--- config.mk ---
export PLATFORM = sky130hd
export DESIGN_NAME = s3x_back
export DESIGN_NICKNAME = d
export VERILOG_FILES = /design/src/hw/rtl/s3x_pkg.sv /design/src/hw/rtl/s3x_back.sv
export SDC_FILE = /design/constraint.sdc
export NUM_CORES = 1
export LEC_CHECK = 0
export ABC_AREA = 1
export BUFFER_PORTS_ARGS = -buffer_cell sky130_fd_sc_hd__clkbuf_2
export CORE_MARGIN = 2
export CORE_UTILIZATION = 35
export CTS_BUF_LIST = sky130_fd_sc_hd__clkbuf_8
export CTS_CLUSTER_DIAMETER = 200
export DETAILED_ROUTE_END_ITERATION = 6
export RECOVER_POWER = 100
export SLEW_MARGIN = 20
export SYNTH_ARGS = -nofsm -noshare
export SYNTH_HDL_FRONTEND = slang
export SYNTH_SLANG_ARGS = --single-unit
--- constraint.sdc ---
create_clock -name clk -period 12.56 [get_ports clk]
set_input_delay 1.884 -clock clk [delete_from_list [all_inputs] [get_ports clk]]
set_output_delay 1.884 -clock clk [all_outputs]
set_load 0.03 [all_outputs]
--- src/hw/rtl/s3x_pkg.sv ---
// ----------------------------------------------------------------------------
// s3x_pkg: shared types, constants and the Scale3x block rule
// Holds frame limits, the queue job format and the pixel comparison function
// used by the back end.
// ----------------------------------------------------------------------------
package s3x_pkg;

	localparam int MAX_WIDTH  = 1024;
	localparam int MAX_HEIGHT = 1024;
	localparam int PIX_W      = 24;
	localparam int COL_W      = 10;
	localparam int ROW_W      = 10;
	localparam int DIM_W      = 11;
	localparam int ADDR_W     = $clog2(MAX_WIDTH);
	localparam int QDEPTH     = 4;
	localparam int QPTR_W     = $clog2(QDEPTH);
	localparam int QCNT_W     = QPTR_W + 1;

	typedef logic [PIX_W-1:0] pix_t;
	typedef pix_t [8:0]        block_t;

	// configuration register indexes
	typedef enum logic [0:0] {
		REG_FRAME_WIDTH  = 1'b0,
		REG_FRAME_HEIGHT = 1'b1
	} cfg_reg_t;

	// per-word classification made by the front end
	typedef struct packed {
		logic             emit1;  // block for the previous column
		logic             emit2;  // block for the last column of the row
		logic             top;    // source row is the first row
		logic             bot;    // source row is the last row
		logic             l1;     // previous column is column zero
		logic             l2;     // current column is column zero
		logic [COL_W-1:0] col;    // current column
		logic [ROW_W-1:0] row;    // source row of the blocks
	} job_meta_t;

	typedef struct packed {
		block_t    win;   // 3x3 window, row-major, after the shift
		job_meta_t meta;
	} job_t;

	// Scale3x rule on neighbors A..J around E
	function automatic block_t scale_block(input pix_t a, input pix_t b, input pix_t c,
		input pix_t d, input pix_t e, input pix_t f, input pix_t g, input pix_t h,
		input pix_t j, input logic corner);
		block_t p;
		for (int i = 0; i < 9; i++) begin
			p[i] = e;
		end
		if (!corner && (b != h) && (d != f)) begin
			if (d == b) p[0] = d;
			if (((d == b) && (e != c)) || ((b == f) && (e != a))) p[1] = b;
			if (b == f) p[2] = f;
			if (((d == b) && (e != g)) || ((d == h) && (e != a))) p[3] = d;
			if (((b == f) && (e != j)) || ((h == f) && (e != c))) p[5] = f;
			if (d == h) p[6] = d;
			if (((d == h) && (e != j)) || ((h == f) && (e != g))) p[7] = h;
			if (h == f) p[8] = f;
		end
		return p;
	endfunction

endpackage

--- src/hw/rtl/s3x_back.sv ---
// ----------------------------------------------------------------------------
// s3x_back: block builder and output register
// Expands each queued job into one or two Scale3x blocks, one per cycle while
// out_ready does not stall the output, into a registered output word.
// ----------------------------------------------------------------------------
module s3x_back (
	input  logic                        clk,
	input  logic                        arst_n,
	input  logic                        head_valid,
	input  s3x_pkg::job_t               head_job,
	output logic                        pop,
	output logic                        out_valid,
	input  logic                        out_ready,
	output s3x_pkg::block_t             out_blk,
	output logic [s3x_pkg::COL_W-1:0]   out_col,
	output logic [s3x_pkg::ROW_W-1:0]   out_row,
	output logic                        out_last
);

	logic                          phase_q, out_valid_q, sel2, load;
	logic [1:0]                    k, lc, rc, tr, br;
	logic                          corner;
	s3x_pkg::job_meta_t            meta;
	s3x_pkg::block_t               blk, blk_q;
	logic [s3x_pkg::COL_W-1:0]     col_q;
	logic [s3x_pkg::ROW_W-1:0]     row_q;
	logic                          last_q;

	function automatic s3x_pkg::pix_t pick(input s3x_pkg::block_t w, input logic [1:0] r,
		input logic [1:0] c);
		logic [3:0] idx;
		idx = 4'({2'b00, r} * 4'd3) + {2'b00, c};
		return w[idx];
	endfunction

	assign meta = head_job.meta;
	assign sel2 = phase_q || !meta.emit1;
	assign load = head_valid && (!out_valid_q || out_ready);
	assign pop  = load && (sel2 || !meta.emit2);

	// select window columns and rows with edge clamping
	always_comb begin
		tr = meta.top ? 2'd1 : 2'd0;
		br = meta.bot ? 2'd1 : 2'd2;
		rc = 2'd2;
		if (sel2) begin
			k      = 2'd2;
			lc     = meta.l2 ? 2'd2 : 2'd1;
			corner = meta.top || meta.bot;
		end else begin
			k      = 2'd1;
			lc     = meta.l1 ? 2'd1 : 2'd0;
			corner = (meta.top || meta.bot) && meta.l1;
		end
		blk = s3x_pkg::scale_block(
			pick(head_job.win, tr, lc), pick(head_job.win, tr, k), pick(head_job.win, tr, rc),
			pick(head_job.win, 2'd1, lc), pick(head_job.win, 2'd1, k),
			pick(head_job.win, 2'd1, rc),
			pick(head_job.win, br, lc), pick(head_job.win, br, k), pick(head_job.win, br, rc),
			corner);
	end

	// output word control
	always_ff @(posedge clk or negedge arst_n) begin
		if (!arst_n) begin
			phase_q     <= 1'b0;
			out_valid_q <= 1'b0;
		end else begin
			if (load) begin
				out_valid_q <= 1'b1;
				phase_q     <= !pop;
			end else if (out_ready) begin
				out_valid_q <= 1'b0;
			end
		end
	end

	// output word payload
	always_ff @(posedge clk) begin
		if (load) begin
			blk_q  <= blk;
			row_q  <= meta.row;
			col_q  <= sel2 ? meta.col : meta.col - s3x_pkg::COL_W'(1);
			last_q <= sel2 || !meta.emit2;
		end
	end

	assign out_valid = out_valid_q;
	assign out_blk   = blk_q;
	assign out_col   = col_q;
	assign out_row   = row_q;
	assign out_last  = last_q;

endmodule

==> run_results.csv <==
group,metric,value,unit
synth,synth.top_cell.area_share,29.29,%
floorplan,die-area,71550,µm²
finish,final_cells,5231,
power_and_ir_drop,power_density,136.6,nW/µm²
timing,hold_viol,0,
critical_path,crit_fanout,53,
floorplan,core_area,68710,µm²
synth,synth_warnings,0,
synth,yosysTopAreaCell,"edfxtp_1",
clocking,clk_latency,0.61,ns
global_routing,grt_util_all_layers,44.02,%
critical_path,worstPathCellList,"clkbuf_1 -> nand2_1 -> buf_4 -> ha_4 -> inv_1 -> buf_4 -> nand2_1 -> nand3_1 -> nand2_1 -> nand2_1 -> nand3_1 -> nand2_1 -> nand2_1 -> nand2_1 -> nor2_1 -> nand2_1 -> nor2_1 -> nand3_2 -> nand2_1 -> nor3_1 -> clkbuf_1 -> o21ai_0",
clocking,cts_tree,"built",
timing,min_period_over_period,80.46,%
synth,ys_types,44,
timing,relSlewSlack,-278.7,%
clocking,cts_buffers,41,
finish,finish.instance_area,27160,µm²
power_and_ir_drop,p_clk_share,18.0,%
finish,syn2layout_area_growth,11.77,%
placement,gp_congestion,1.122,
critical_path,crit_buf_inv,5,
global_routing,antenna_found_initial,14,
clocking,htree_levels,2,
critical_path,end_kind,"register",
synth,postSynthCellCount,3961,
synth,ys_seq_area_share,29.50,%
synth,synth_async_sr_flop_share,0.8368,%
floorplan,ios,485,
timing,fmax,0.09895,GHz
synth,post_synth_xor_area_fraction,3.641,%
synth,syn_area,24300,µm²
floorplan,die_w,267.5,µm
placement,dp_cells,5155,
global_routing,grt_max_degree,133,
finish,nets,4525,
synth,synth.net_count,4218,
outcome,status,"complete, but fails checks",
clocking,postCtsHoldBufs,0,
timing,slew_violations,384,
clocking,cts.repair.resized,0,
clocking,cts_root_buffer,"clkbuf_8",
power_and_ir_drop,pwr-share-comb,54.8,%
placement,io_buffers,484,
critical_path,crit_slowest_cell,"clkbuf_1",
synth,synth_top_family_by_area,"simple AND/OR/NAND/NOR gates",
placement,hpwl,121300,µm
synth,synth-main-ff-cell,"edfxtp_1",
timing,tightestPinTransition,5.680,ns
synth,synth_compound_area_share,11.06,%
route,drc_errors,0,
power_and_ir_drop,ir_drop,0.00005512,V
route,wl,162200,µm
synth,synth_area_per_cell,6.134,µm²
synth,synthMuxAreaShare,0,%
critical_path,worstPathArrival,10.35,ns
route,drt_pass1_iterations,7,
critical_path,cp_top_family,"buffers and inverters",
clocking,post-cts-setup-buffers,0,
route,vias,30890,
floorplan,core.rowCount,96,
clocking,clk_pin_slew,0.06,ns
synth,synth_fa_ha_area_share,0.5664,%
finish,layout-drive-gt1-share,9.846,%
synth,yosys.area_share.simple,44.70,%
route,postRouteAntennaNets,0,
timing,finalSetupViolations,0,
global_routing,overflow,0,
synth,synth_edf_count,237,
timing,clock_skew,0.02165,ns
timing,rsz0062_at_grt,"false",
critical_path,cpMostUsedCell,"nand2_1",
outcome,violations,"capacitance limit, slew limit",
critical_path,slowest_delay,1.43,ns
timing,period_needed,10.11,ns
critical_path,start_kind,"input pin",
floorplan,initial_core_util,35.37,%
global_routing,first_global_vias,27090,
power_and_ir_drop,switching_share,52.29,%
power_and_ir_drop,leakage,12.80,nW
synth,netlist_top_cells_area,"edfxtp_1 29%, nand2_1 25%, nand3_1 13%",
placement,place_area,26850,µm²
power_and_ir_drop,p_int,1.770,mW
power_and_ir_drop,power_switching,1.940,mW
worst_hold_path,holdCritPathClass,"register to register",
clocking,cts.sinks,239,
critical_path,crit_type,"input pin to register",
floorplan,die_h,267.5,µm
clocking,cts_buffer_depth,3,
route,dr.first_iter.drc_count,5121,
critical_path,required,12.81,ns
job,maxCapViolCount,13,
global_routing,grt_pass1_wl,218800,µm
synth,ys_ff_latch,239,
route,wl_per_cell,31.00,µm
timing,fin_tns_setup,0,ns
power_and_ir_drop,power_frac_seq,27.2,%
route,viasPerCell,5.904,
cells in the mapped netlist (all sizes together), types with 6 or more instances:
cell and number:
o31ai 9, o22ai 8, clkinv 11, nand3b 7, ha 11, xor2 83
inv 250, nor3 6, buf 199, o21ai 259, nand2 1646, clkbuf 77
nand4 35, xnor2 18, edfxtp 237, nand3 640, nor2 249, a21oi 156
o211ai 44
final timing paths:
| check | slack [ns] | end | startpoint | cells past startpoint |
|---|---|---|---|---|
| setup / recovery | 2.45 | out_blk[49] | head_job[25] | 22 |
| hold / removal | 0.51 | out_valid | out_valid | 2 |
| setup reg to reg | 3.40 | out_blk[49] | phase_q | 22 |
| hold reg to reg | 0.51 | out_valid | out_valid | 2 |
| max in group asynchronous | 11.38 | phase_q | arst_n | 1 |
| min in group asynchronous | 1.05 | out_valid | arst_n | 1 |
layer usage:
layer	GRT usage [%]	part of all wire (%)	vias to the layer above
li1	-	-	13580
met5	0	0.12	-
met1	58.03	38	14280
met3	14.76	15	483
met4	25.77	7.1	12
met2	62.14	40	2532
registers in the layout (all words and copies together), names as in the netlist:
signal     cells
out_valid      1
phase_q        1
out_blk      216
out_col       10
out_last       1
out_row       10
logic make-up (layout without fill, tap and decap cells):
group           Yosys count  in the layout
compound gates          487            487
xor+xnor                101            101
fa+ha+maj                11             11
buf+inv                 537            872
flops                   239            239
other cells               0              4
simple gates           2586           2586
power groups by stage:
stage	logic, mW	registers, mW	clock network (mW)
final	2.03	1.01	0.667
after global routing	2.10	1.02	0.705
after CTS	1.95	1.00	0.675
after detailed placement	1.94	1.02	0
after global placement	1.95	1.02	0
after floorplan	1.03	1.16	0
placed cells by master (no fill, tap or decap), types with 2 or more instances in the layout:
| cell | count |
|---|---|
| inv_6 | 2 |
| o21ai_1 | 25 |
| o21a_1 | 5 |
| xor2_1 | 83 |
| clkbuf_1 | 254 |
| inv_4 | 3 |
| buf_4 | 41 |
| clkinv_1 | 24 |
| dfrtp_1 | 2 |
| nand3b_1 | 7 |
| o211ai_1 | 44 |
| o31ai_1 | 8 |
| nand3_2 | 15 |
| nand2_1 | 1631 |
| o21ai_2 | 12 |
| nand3_1 | 625 |
| clkbuf_8 | 41 |
| inv_2 | 23 |
| o41ai_1 | 5 |
| a21oi_1 | 156 |
| clkbuf_2 | 244 |
| nor3_1 | 6 |
| nand4_1 | 34 |
| nand2_4 | 5 |
| o21ai_0 | 221 |
| nor2_1 | 242 |
| o22ai_1 | 8 |
| clkinv_2 | 5 |
| nor2_2 | 2 |
| nor2_4 | 5 |
| ha_1 | 5 |
| xnor2_1 | 18 |
| ha_4 | 5 |
| edfxtp_1 | 237 |
| diode_2 | 4 |
| nand2_2 | 10 |
| inv_1 | 231 |
area by class of cell:
cell class	instances	area, µm²
diodes	4	10.01
clock buffers	41	564.3
clock inverters	30	167.7
fillers	7835	41550
inverters	261	988.4
multi-input cells	3185	14600
flip-flops and latches	239	7167
well taps	931	1165
repair buffers	540	2494
worst register-to-register path: stages, from the launching register on:
cell and delay [ns]:
dfrtp_1 0.38, inv_2 0.05, nand2_1 0.90, buf_4 0.68
ha_4 0.43, inv_1 1.14, buf_4 0.74, nand2_1 0.13
nand3_1 0.13, nand2_1 0.08, nand2_1 0.06, nand3_1 0.27
nand2_1 0.37, nand2_1 0.08, nand2_1 0.07, nor2_1 0.05
nand2_1 0.06, nor2_1 0.06, nand3_2 0.09, nand2_1 0.71
nor3_1 0.49, clkbuf_1 1.43, o21ai_0 0.41
per-stage QoR:
step | hold WS, ns | util (%) | total power [mW] | setup WS, ns
after floorplan | 0.5351 | - | 2.187 | 5.322
after global placement | 0.4853 | 39.06 | 2.969 | 3.695
after detailed placement | 0.4949 | 39.08 | 2.963 | 3.760
after CTS | 0.5083 | 40.14 | 3.628 | 4.329
after global routing | 0.5333 | 39.52 | 3.824 | 1.966
final | 0.5067 | 39.53 | 3.710 | 2.454
No activity file was read; power rests on OpenSTA's default activity.
