--- src/hw/rtl/s3x_pkg.sv ---
// ----------------------------------------------------------------------------
// s3x_pkg: shared types, constants and the Scale3x block rule
// Holds frame limits, the queue job format and the pixel comparison function
// used by the back end.
// ----------------------------------------------------------------------------
package s3x_pkg;

	localparam int MAX_WIDTH  = 1024;
	localparam int MAX_HEIGHT = 1024;
	localparam int PIX_W      = 24;
	localparam int COL_W      = 10;
	localparam int ROW_W      = 10;
	localparam int DIM_W      = 11;
	localparam int ADDR_W     = $clog2(MAX_WIDTH);
	localparam int QDEPTH     = 4;
	localparam int QPTR_W     = $clog2(QDEPTH);
	localparam int QCNT_W     = QPTR_W + 1;

	typedef logic [PIX_W-1:0] pix_t;
	typedef pix_t [8:0]        block_t;

	// configuration register indexes
	typedef enum logic [0:0] {
		REG_FRAME_WIDTH  = 1'b0,
		REG_FRAME_HEIGHT = 1'b1
	} cfg_reg_t;

	// per-word classification made by the front end
	typedef struct packed {
		logic             emit1;  // block for the previous column
		logic             emit2;  // block for the last column of the row
		logic             top;    // source row is the first row
		logic             bot;    // source row is the last row
		logic             l1;     // previous column is column zero
		logic             l2;     // current column is column zero
		logic [COL_W-1:0] col;    // current column
		logic [ROW_W-1:0] row;    // source row of the blocks
	} job_meta_t;

	typedef struct packed {
		block_t    win;   // 3x3 window, row-major, after the shift
		job_meta_t meta;
	} job_t;

	// Scale3x rule on neighbors A..J around E
	function automatic block_t scale_block(input pix_t a, input pix_t b, input pix_t c,
		input pix_t d, input pix_t e, input pix_t f, input pix_t g, input pix_t h,
		input pix_t j, input logic corner);
		block_t p;
		for (int i = 0; i < 9; i++) begin
			p[i] = e;
		end
		if (!corner && (b != h) && (d != f)) begin
			if (d == b) p[0] = d;
			if (((d == b) && (e != c)) || ((b == f) && (e != a))) p[1] = b;
			if (b == f) p[2] = f;
			if (((d == b) && (e != g)) || ((d == h) && (e != a))) p[3] = d;
			if (((b == f) && (e != j)) || ((h == f) && (e != c))) p[5] = f;
			if (d == h) p[6] = d;
			if (((d == h) && (e != j)) || ((h == f) && (e != g))) p[7] = h;
			if (h == f) p[8] = f;
		end
		return p;
	endfunction

endpackage

--- src/hw/rtl/s3x_queue.sv ---
// ----------------------------------------------------------------------------
// s3x_queue: job queue between front and back end
// A short first-in first-out queue of window jobs with an occupancy count.
// ----------------------------------------------------------------------------
module s3x_queue (
	input  logic                        clk,
	input  logic                        arst_n,
	input  logic                        push,
	input  s3x_pkg::job_t               push_job,
	input  logic                        pop,
	output logic                        head_valid,
	output s3x_pkg::job_t               head_job,
	output logic [s3x_pkg::QCNT_W-1:0]  level
);

	s3x_pkg::job_t                 q_mem [s3x_pkg::QDEPTH];
	logic [s3x_pkg::QPTR_W-1:0]    wr_ptr_q, rd_ptr_q;
	logic [s3x_pkg::QCNT_W-1:0]    count_q;

	assign head_valid = count_q != '0;
	assign head_job   = q_mem[rd_ptr_q];
	assign level      = count_q;

	// store entries
	always_ff @(posedge clk) begin
		if (push) q_mem[wr_ptr_q] <= push_job;
	end

	// advance pointers and count
	always_ff @(posedge clk or negedge arst_n) begin
		if (!arst_n) begin
			wr_ptr_q <= '0;
			rd_ptr_q <= '0;
			count_q  <= '0;
		end else begin
			if (push) wr_ptr_q <= wr_ptr_q + s3x_pkg::QPTR_W'(1);
			if (pop)  rd_ptr_q <= rd_ptr_q + s3x_pkg::QPTR_W'(1);
			if (push && !pop)      count_q <= count_q + s3x_pkg::QCNT_W'(1);
			else if (pop && !push) count_q <= count_q - s3x_pkg::QCNT_W'(1);
		end
	end

endmodule

--- config.mk ---
export PLATFORM = sky130hd
export DESIGN_NAME = s3x_queue
export DESIGN_NICKNAME = d
export VERILOG_FILES = /design/src/hw/rtl/s3x_pkg.sv /design/src/hw/rtl/s3x_queue.sv
export SDC_FILE = /design/constraint.sdc
export NUM_CORES = 1
export LEC_CHECK = 0
export ABC_AREA = 1
export BUFFER_PORTS_ARGS = -buffer_cell sky130_fd_sc_hd__buf_4
export CORE_MARGIN = 1.5
export CORE_UTILIZATION = 45
export CTS_CLUSTER_SIZE = 10
export DETAILED_ROUTE_END_ITERATION = 8
export PLACE_DENSITY = 0.61
export SLEW_MARGIN = 10
export SYNTH_ARGS = -nofsm -noshare
export SYNTH_HDL_FRONTEND = slang
export SYNTH_SLANG_ARGS = --single-unit
export TNS_END_PERCENT = 100
--- constraint.sdc ---
create_clock -name clk -period 9.03 [get_ports clk]
set_clock_uncertainty 0.15 [all_clocks]
set_input_delay 0.4515 -clock clk [delete_from_list [all_inputs] [get_ports clk]]
set_output_delay 0.4515 -clock clk [all_outputs]
set_load 0.02 [all_outputs]
==> reports/metrics.csv, run 1 <==
metric;value;unit
result of the run;complete, no violations;
Post-route DRC;0;
fraction of layout cells with a size suffix above 1;23.12;%
cts bufs inserted;109;
post-synthesis sequential element count;975;
detailed router's first-iteration violation count;1531;
remaining global-route overflow;0;
Distinct cells, synth;20;
fin. max-slew vios;0;
port buffer count;491;
maximum cell stage delay along the critical path;1.02;ns
origin of the critical flop-to-flop path;wr_ptr_q[0];
WP buf/inv;3;
number of max-capacitance violations reported;0;
clock-pin transition on the worst setup and hold timing paths;0.06;ns
highest ir drop seen on vdd;231.5;uV
Rows;108;
RSZ-0062 raised after global routing;false;
post-detailed-route wirelength per cell;18.87;um
type of origin of the critical path;register;
tightest slew margin relative to the limit;26.16;%
most frequent cells in the layout;edfxtp_1 (968), nand2_1 (740), buf_4 (502);
maximum number of pins on one net before global-route repair;209;
initial antenna violation count;18;
final worst-path cycle share;52.63;%
vias in the first global route;24670;
CTS tree;built;
top cell type's share of synthesized area;73.19;%
number of I/O pins;492;
worst-margin pin slew;1.108;ns
shortest period the worst path allows;4.753;ns
commonest non-fill, non-tap cell in the layout;edfxtp_1;
cells taking the most area after synthesis;edfxtp_1 (73%), nand2_1 (7.0%), o211ai_2 (6.4%), o211ai_1 (5.3%), inv_1 (4.7%);
register area share after synthesis;73.63;%
peak fanout along the critical path;208;
average footprint of a synthesized cell;13.83;um^2
Reg2Reg Depth;5;
CP required;8.43;ns
Die H;300.1;um
first-pass GRT wire length;137400;um
overall die width;300.1;um
data arrival time at the worst-slack endpoint;4.15;ns
CP delay by family, top;buffers and inverters;
Bufs on Longest Clock Path;3;
clock root buffer master;clkbuf_16;
Final #Nets;3827;
launching instance or port of the critical path;rd_ptr_q[0];
Placeable Area;87160;um^2
Final WS setup;4.277;ns
Leak;19.70;nW
area of the die;90050;um^2
Crit. path cell count;6;
post-cts sizing count;0;
starting density of the core;45.57;%
power per cell area;336.6;nW/um^2
drt first pass iters;5;
synthesized netlist net count;3123;
hpwl dp;50880;um
setup TNS after final layout;0;ns
area of the mapped netlist;39720;um^2
routability congestion estimate;0.7634;
area overhead of the layout relative to synthesis;24.64;%
Synth Warn #;0;
post-synth top area cell;edfxtp_1;
slowest stage cell, crit path;dfrtp_4;
category of the most critical setup path;register to output port;
Worst Setup Slack post-DPL;5.079;ns
final hold vios;0;
Post-DRT Antenna Nets;0;
total routed wirelength;90150;um
ordered list of cells on the worst path;buf_4 > buf_12 > nand2_1 > o211ai_1 > nand2_1 > buf_4;
crit end category;output port;
Finish-stage setup viols;0;
highest achievable clock rate;0.2104;GHz
hold_sp;push_job[239];
# clock sinks;975;
number of vias per cell;5.010;
Tot GR Track Use;19.80;%
DR vias;23940;
Hold Crit Class;input port to register;
clk_lat worst skew;0.66;ns
level count of the clock H-tree;3;
instance count along the most critical hold path;2;
Post-Synthesis Cells;2871;
[synth_stat cells]
cell / n
inv_1: 495
clkbuf_1: 18
edfxtp_1: 968
nor2_1: 1
nand3_1: 1
inv_2: 1
o211ai_1: 282
buf_6: 38
nand2_1: 740
xnor2_1: 1
buf_2: 94
ha_1: 5
o211ai_2: 202
buf_4: 11
nand4_1: 1
buf_1: 1
dfrtp_1: 7
xor2_1: 3
fa_1: 1
o21ai_0: 1
[sequential cells by signal, summed over array words and instances, names as in the netlist]
| name | flops |
|---|---|
| wr_ptr_q | 2 |
| rd_ptr_q | 2 |
| level | 3 |
| q_mem | 968 |
[report_power, final]
part	switching (W)	leakage [nW]	internal [W]
sequential	0.000322	8.97	0.00593
combinational	0.00436	9.30	0.00225
clock	0.00161	1.43	0.00219
total	0.00629	19.7	0.0104
[final timing paths]
| check | to | slack [ns] |
|---|---|---|
| worst max register to register | q_mem[2][124] | 6.11 |
| min in group asynchronous | level[0] | 0.64 |
| worst min register to register | wr_ptr_q[0] | 0.39 |
| worst min-delay path | q_mem[0][239] | 0.38 |
| max in group asynchronous | rd_ptr_q[1] | 7.80 |
| worst max-delay path | head_job[146] | 4.28 |
[worst register-to-register path: cells and delay by family (launching register included)]
kind / cells / cell delay, ns
buf+inv: 3 / 1.56
flops: 1 / 0.42
fa+ha+maj: 1 / 0.14
simple gates: 1 / 0.12
[per-stage QoR]
step | power, W | cell area [um^2] | std cells | hold slack (ns) | utilization [%]
detailed placement | 0.01295 | 44060 | 4373 | 0.1277 | 50.56
CTS | 0.01687 | 49470 | 4766 | 0.3247 | 56.76
global placement | 0.01280 | 44060 | 4373 | 0.1243 | 50.56
global route | 0.01755 | 49490 | 4773 | 0.3439 | 56.78
finish | 0.01666 | 49500 | 4778 | 0.3757 | 56.79
floorplan | 0.01068 | 39720 | 2871 | 0.005909 | -
[final cells by class]
type / count / area [um^2]
multi-input cells: 1238 / 7560
well taps: 1155 / 1445
fillers: 6866 / 37660
diodes: 12 / 30.03
flip-flops and latches: 975 / 29250
clock inverters: 9 / 77.57
repair buffers: 755 / 6371
clock buffers: 138 / 2868
inverters: 496 / 1899
[metal layers]
metal,vias to the layer above,GRT usage [%],wire (um)
met5,-,0,130
met4,20,5.964,2050
met3,160,5.130,6063
met2,602,34.53,45370
met1,11750,24.10,36540
li1,11410,-,-
[logic make-up after synthesis]
| family | synth area share (%) |
|---|---|
| buffers and inverters | 7.337 |
| and+or+nand+nor | 7.031 |
| DFF | 73.63 |
| adders and majority gates | 0.2079 |
| AOI/OAI and AO/OA | 11.71 |
| xor gates and xnor gates | 0.08822 |
[timing repair]
action	CTS	global route
buffers inserted	0	0
endpoints found under the hold margin	979	0
hold buffers	246	0
(Power assumes the default switching activity.)
==> run 2: changes to the inputs <==
PLACE_DENSITY = 0.64   (was 0.61)
clock period = 3.8 ns   (was 9.03 ns; I/O delays follow)
==> reports/metrics.csv, run 2 (synthesized netlist as in run 1, its figures left out) <==
metric;value;unit;change
routability congestion estimate;0.7399;;-3.1%
Largest register FFs;968;;unchanged
peak fanout along the critical path;59;;-72%
worst-margin pin slew;1.004;ns;-0.1038 ns
power dissipated by switching net loads;0.01496;W;+140%
drt first pass iters;5;;unchanged
most frequent cells in the layout;edfxtp_1 (968), nand2_1 (736), buf_4 (527);;
Hold Crit Class;input port to register;;
highest ir drop seen on vdd;786.2;uV;+240%
area overhead of the layout relative to synthesis;26.05;%;
cts bufs inserted;109;;unchanged
tightest slew margin relative to the limit;33.08;%;+6.9 points
initial antenna violation count;12;;-6
clock-pin transition on the worst setup and hold timing paths;0.05;ns;about the same
Final Util;57.44;%;+0.64 points
post-cts sizing count;0;;unchanged
first-pass GRT wire length;134100;um;-2.4%
Final #Nets;3871;;+1.1%
Worst Setup Slack post-DPL;1.428;ns;-3.651 ns
Post-route DRC;0;;unchanged
remaining global-route overflow;0;;unchanged
maximum number of pins on one net before global-route repair;151;;-28%
final hold vios;0;;unchanged
Finish-stage setup viols;0;;unchanged
proportion of power drawn by flip-flops and latches;36.6;%;-1.0 points
CP delay by family, top;buffers and inverters;;
number of I/O pins;492;;unchanged
result of the run;complete, no violations;;
ordered list of cells on the worst path;buf_4 > nand2_1 > o211ai_1 > nand2_1 > buf_4;;
slowest stage cell, crit path;dfrtp_4;;
portion of total power attributed to the clock network;22.6;%;-0.2 points
data arrival time at the worst-slack endpoint;2.62;ns;-1.53 ns
# clock sinks;975;;unchanged
Logic pwr share;40.8;%;+1.1 points
final worst-path cycle share;77.92;%;
fraction of layout cells with a size suffix above 1;24.30;%;+1.2 points
level count of the clock H-tree;3;;unchanged
origin of the critical flop-to-flop path;wr_ptr_q[0];;
Post-DRT Antenna Nets;0;;unchanged
vias in the first global route;24120;;-2.2%
fin. max-slew vios;0;;unchanged
Crit. path cell count;5;;-1
Leak;19.97;nW;+1.4%
highest achievable clock rate;0.3377;GHz;
Rows;108;;unchanged
Bufs on Longest Clock Path;3;;unchanged
starting density of the core;45.57;%;unchanged
Power Internal;0.02501;W;+140%
launching instance or port of the critical path;rd_ptr_q[0];;
placement-stage cell area;44630;um^2;+1.3%
clk_lat worst skew;0.67;ns;about the same
overall die width;300.1;um;unchanged
Placeable Area;87160;um^2;unchanged
Final WS setup;0.8392;ns;-3.438 ns
maximum cell stage delay along the critical path;0.72;ns;-0.30 ns
DR vias;23780;;-0.67%
category of the most critical setup path;register to output port;;
hold_sp;push_job[218];;
number of max-capacitance violations reported;0;;unchanged
register with the highest flop count;q_mem;;
hpwl dp;50240;um;-1.3%
total routed wirelength;86890;um;-3.6%
CP required;3.46;ns;-4.97 ns
commonest non-fill, non-tap cell in the layout;edfxtp_1;;
Die H;300.1;um;unchanged
slack of the worst reg-to-reg path;1.45;ns;-4.66 ns
type of origin of the critical path;register;;
post-detailed-route wirelength per cell;18.06;um;-4.3%
CTS tree;built;;
area of the die;90050;um^2;unchanged
sw frac;37.42;%;-0.33 points
port buffer count;491;;unchanged
power per cell area;798.2;nW/um^2;+140%
Reg2Reg Depth;5;;unchanged
clock root buffer master;clkbuf_16;;
WP buf/inv;2;;-1
number of vias per cell;4.943;;-1.3%
crit end category;output port;;
Tot GR Track Use;19.19;%;-0.61 points
capturing point of the worst reg2reg path;q_mem[2][119];;
RSZ-0062 raised after global routing;false;;
final instance area;50060;um^2;+1.1%
destination of the critical timing path;head_job[172];;
shortest period the worst path allows;2.961;ns;
detailed router's first-iteration violation count;1475;;-3.7%
## run 2: power by group through the flow
stage | clock [W] | combinational (W) | sequential, W
2_1_floorplan | 0 | 0.0102 | 0.0150
3_3_place_gp | 0 | 0.0161 | 0.0148
3_5_place_dp | 0 | 0.0162 | 0.0148
4_1_cts | 0.00928 | 0.0165 | 0.0146
5_1_grt | 0.00968 | 0.0176 | 0.0148
6_report | 0.00905 | 0.0163 | 0.0146
## run 2: worst min path at each step
stage                     to  slack [ns]  cells after the start
5_1_grt        q_mem[2][218]        0.05                      2
2_1_floorplan       level[0]       -0.26                      0
3_3_place_gp        level[0]       -0.13                      1
4_1_cts        q_mem[2][218]        0.02                      2
3_5_place_dp        level[0]       -0.13                      1
6_report       q_mem[2][218]         0.1                      2
## run 2: final cells by class
type | count | area, um^2
fillers | 6802 | 37100
flip-flops and latches | 975 | 29250
multi-input cells | 1238 | 7577
repair buffers | 799 | 6939
clock buffers | 129 | 2824
inverters | 496 | 1884
well taps | 1155 | 1445
clock inverters | 13 | 127.6
diodes | 6 | 15.01
## run 2: metal layers
layer,track usage (%),wire (um),vias up
li1,-,-,11490
met1,23.99,36150,11560
met2,32.48,43060,550
met3,4.711,5192,168
met4,6.842,2408,12
met5,0,72,-
## run 2: timing repair
item | CTS | global route
buffers inserted | 0 | 0
hold buffers | 246 | 0
hold endpoints to repair | 982 | 0
endpoints found under the setup margin | 0 | 0
## run 2: worst register-to-register path, cell delays in order, from the launching register on
cell,delay (ns)
dfrtp_1,0.42
inv_2,0.07
ha_2,0.18
nand2_2,0.07
clkinvlp_4,0.57
buf_12,0.48
## run 2: stage by stage
stage	power (W)	instances	setup TNS, ns	hold slack (ns)
4_1_cts	0.04043	4805	0	0.02249
2_1_floorplan	0.02523	2871	-1003.97	-0.2556
5_1_grt	0.04209	4811	0	0.05182
3_3_place_gp	0.03091	4417	0	-0.1276
3_5_place_dp	0.03109	4417	0	-0.1258
6_report	0.03996	4811	0	0.09539
==> run 3: changes to the inputs <==
clock period = 2.6 ns   (was 3.8 ns; I/O delays follow)
==> reports/metrics.csv, run 3 (synthesized netlist as in run 1, its figures left out) <==
metric;value;unit;change
first-pass GRT wire length;138700;um;+3.4%
type of origin of the critical path;register;;
Placeable Area;87160;um^2;unchanged
highest achievable clock rate;0.3945;GHz;
Die H;300.1;um;unchanged
worst-margin pin slew;0.5971;ns;-0.4067 ns
fraction of layout cells with a size suffix above 1;24.52;%;+0.22 points
number of max-capacitance violations reported;0;;unchanged
maximum number of pins on one net before global-route repair;116;;-23%
peak fanout along the critical path;59;;unchanged
final worst-path cycle share;97.49;%;
drt first pass iters;5;;unchanged
CP required;2.32;ns;-1.14 ns
clock-pin transition on the worst setup and hold timing paths;0.06;ns;about the same
port buffer count;491;;unchanged
starting density of the core;45.57;%;unchanged
highest ir drop seen on vdd;993.4;uV;+26%
DR vias;24210;;+1.8%
Finish-stage setup viols;0;;unchanged
area overhead of the layout relative to synthesis;29.82;%;
category of the most critical setup path;register to output port;;
tightest slew margin relative to the limit;60.19;%;+27 points
vias in the first global route;24620;;+2.1%
Final #Nets;3969;;+2.5%
result of the run;complete, no violations;;
Hold Crit Class;input port to register;;
total routed wirelength;90890;um;+4.6%
register with the highest flop count;q_mem;;
Bufs on Longest Clock Path;3;;unchanged
cts bufs inserted;108;;-0.92%
level count of the clock H-tree;3;;unchanged
Tot GR Track Use;19.92;%;+0.73 points
RSZ-0062 raised after global routing;true;;
Largest register FFs;968;;unchanged
Rows;108;;unchanged
post-detailed-route wirelength per cell;18.54;um;+2.7%
fin. max-slew vios;0;;unchanged
Worst Setup Slack post-DPL;0.6182;ns;-0.8095 ns
initial antenna violation count;4;;-8
most frequent cells in the layout;edfxtp_1 (968), nand2_1 (732), buf_4 (515);;
clock root buffer master;clkbuf_16;;
Final WS setup;0.06536;ns;-0.7738 ns
Hold Slack;0.04754;ns;-0.04785 ns
Leak;20.62;nW;+3.3%
power per cell area;1164;nW/um^2;+46%
number of I/O pins;492;;unchanged
CTS tree;built;;
number of vias per cell;4.940;;about the same
data arrival time at the worst-slack endpoint;2.25;ns;-0.37 ns
clk_lat worst skew;0.68;ns;about the same
area of the die;90050;um^2;unchanged
Post-route DRC;0;;unchanged
hpwl dp;52430;um;+4.4%
crit end category;output port;;
shortest period the worst path allows;2.535;ns;
# clock sinks;975;;unchanged
commonest non-fill, non-tap cell in the layout;edfxtp_1;;
overall die width;300.1;um;unchanged
remaining global-route overflow;0;;unchanged
Post-DRT Antenna Nets;0;;unchanged
final hold vios;0;;unchanged
routability congestion estimate;0.7423;;+0.32%
detailed router's first-iteration violation count;1538;;+4.3%
-- run 3: area by class of cell --
class | count | area (um^2)
flip-flops and latches | 975 | 29250
multi-input cells | 1238 | 7587
repair buffers | 898 | 8388
fillers | 6651 | 35600
clock inverters | 8 | 190.2
diodes | 3 | 7.507
inverters | 496 | 1889
well taps | 1155 | 1445
clock buffers | 129 | 2803
-- run 3: critical path: stages, from the launching register on --
cell      delay, ns
dfrtp_4        0.54
buf_16         0.25
buf_16         0.29
nand2_2        0.09
o211ai_1       0.11
nand2_1        0.08
buf_4          0.15
-- run 3: final timing paths --
kind | from | to | slack [ns] | cells past startpoint
setup reg to reg | wr_ptr_q[1] | q_mem[1][2] | 0.65 | 6
min in group asynchronous | arst_n | level[0] | 0.34 | 3
hold reg to reg | level[2] | level[2] | 0.38 | 2
hold / removal | push_job[184] | q_mem[2][184] | 0.05 | 2
max in group asynchronous | arst_n | rd_ptr_q[0] | 1.59 | 3
setup / recovery | rd_ptr_q[0] | head_job[26] | 0.07 | 6
-- run 3: stage by stage --
| step | instances | total power, W | cell area (um^2) | TNS, ns | utilization (%) |
|---|---|---|---|---|---|
| 3_3_place_gp | 4429 | 0.04548 | 44940 | 0 | 51.56 |
| 5_1_grt | 4901 | 0.06315 | 51560 | -1.695 | 59.15 |
| 2_1_floorplan | 2871 | 0.03687 | 39750 | -2165.57 | - |
| 4_1_cts | 4891 | 0.06026 | 51360 | -0.05903 | 58.93 |
| 3_5_place_dp | 4429 | 0.04578 | 44940 | 0 | 51.56 |
| 6_report | 4902 | 0.06002 | 51560 | 0 | 59.16 |
-- run 3: power by group --
group	internal [W]	switching (W)	total [W]
Clock	0.00761	0.00570	0.0133
Combinational	0.00949	0.0159	0.0254
Sequential	0.0205	0.000752	0.0213
-- run 3: routing by layer --
| metal | part of all wire [%] | up-vias | GRT usage, % |
|---|---|---|---|
| met5 | 0.023 | - | 0 |
| met4 | 2.1 | 4 | 5.423 |
| met2 | 51 | 626 | 34.54 |
| li1 | - | 11690 | - |
| met1 | 41 | 11770 | 25.35 |
| met3 | 5.8 | 128 | 4.140 |
-- run 3: timing repair --
| item | 4_1_cts | 5_1_grt |
|---|---|---|
| buffers inserted | 4 | 3 |
| endpoints found under the setup margin | 134 | 154 |
| hold buffers | 317 | 0 |
| gates resized for setup | 20 | 9 |
| pin swaps | 1 | 6 |
| cloned | 4 | 5 |
| endpoints found under the hold margin | 1035 | 0 |
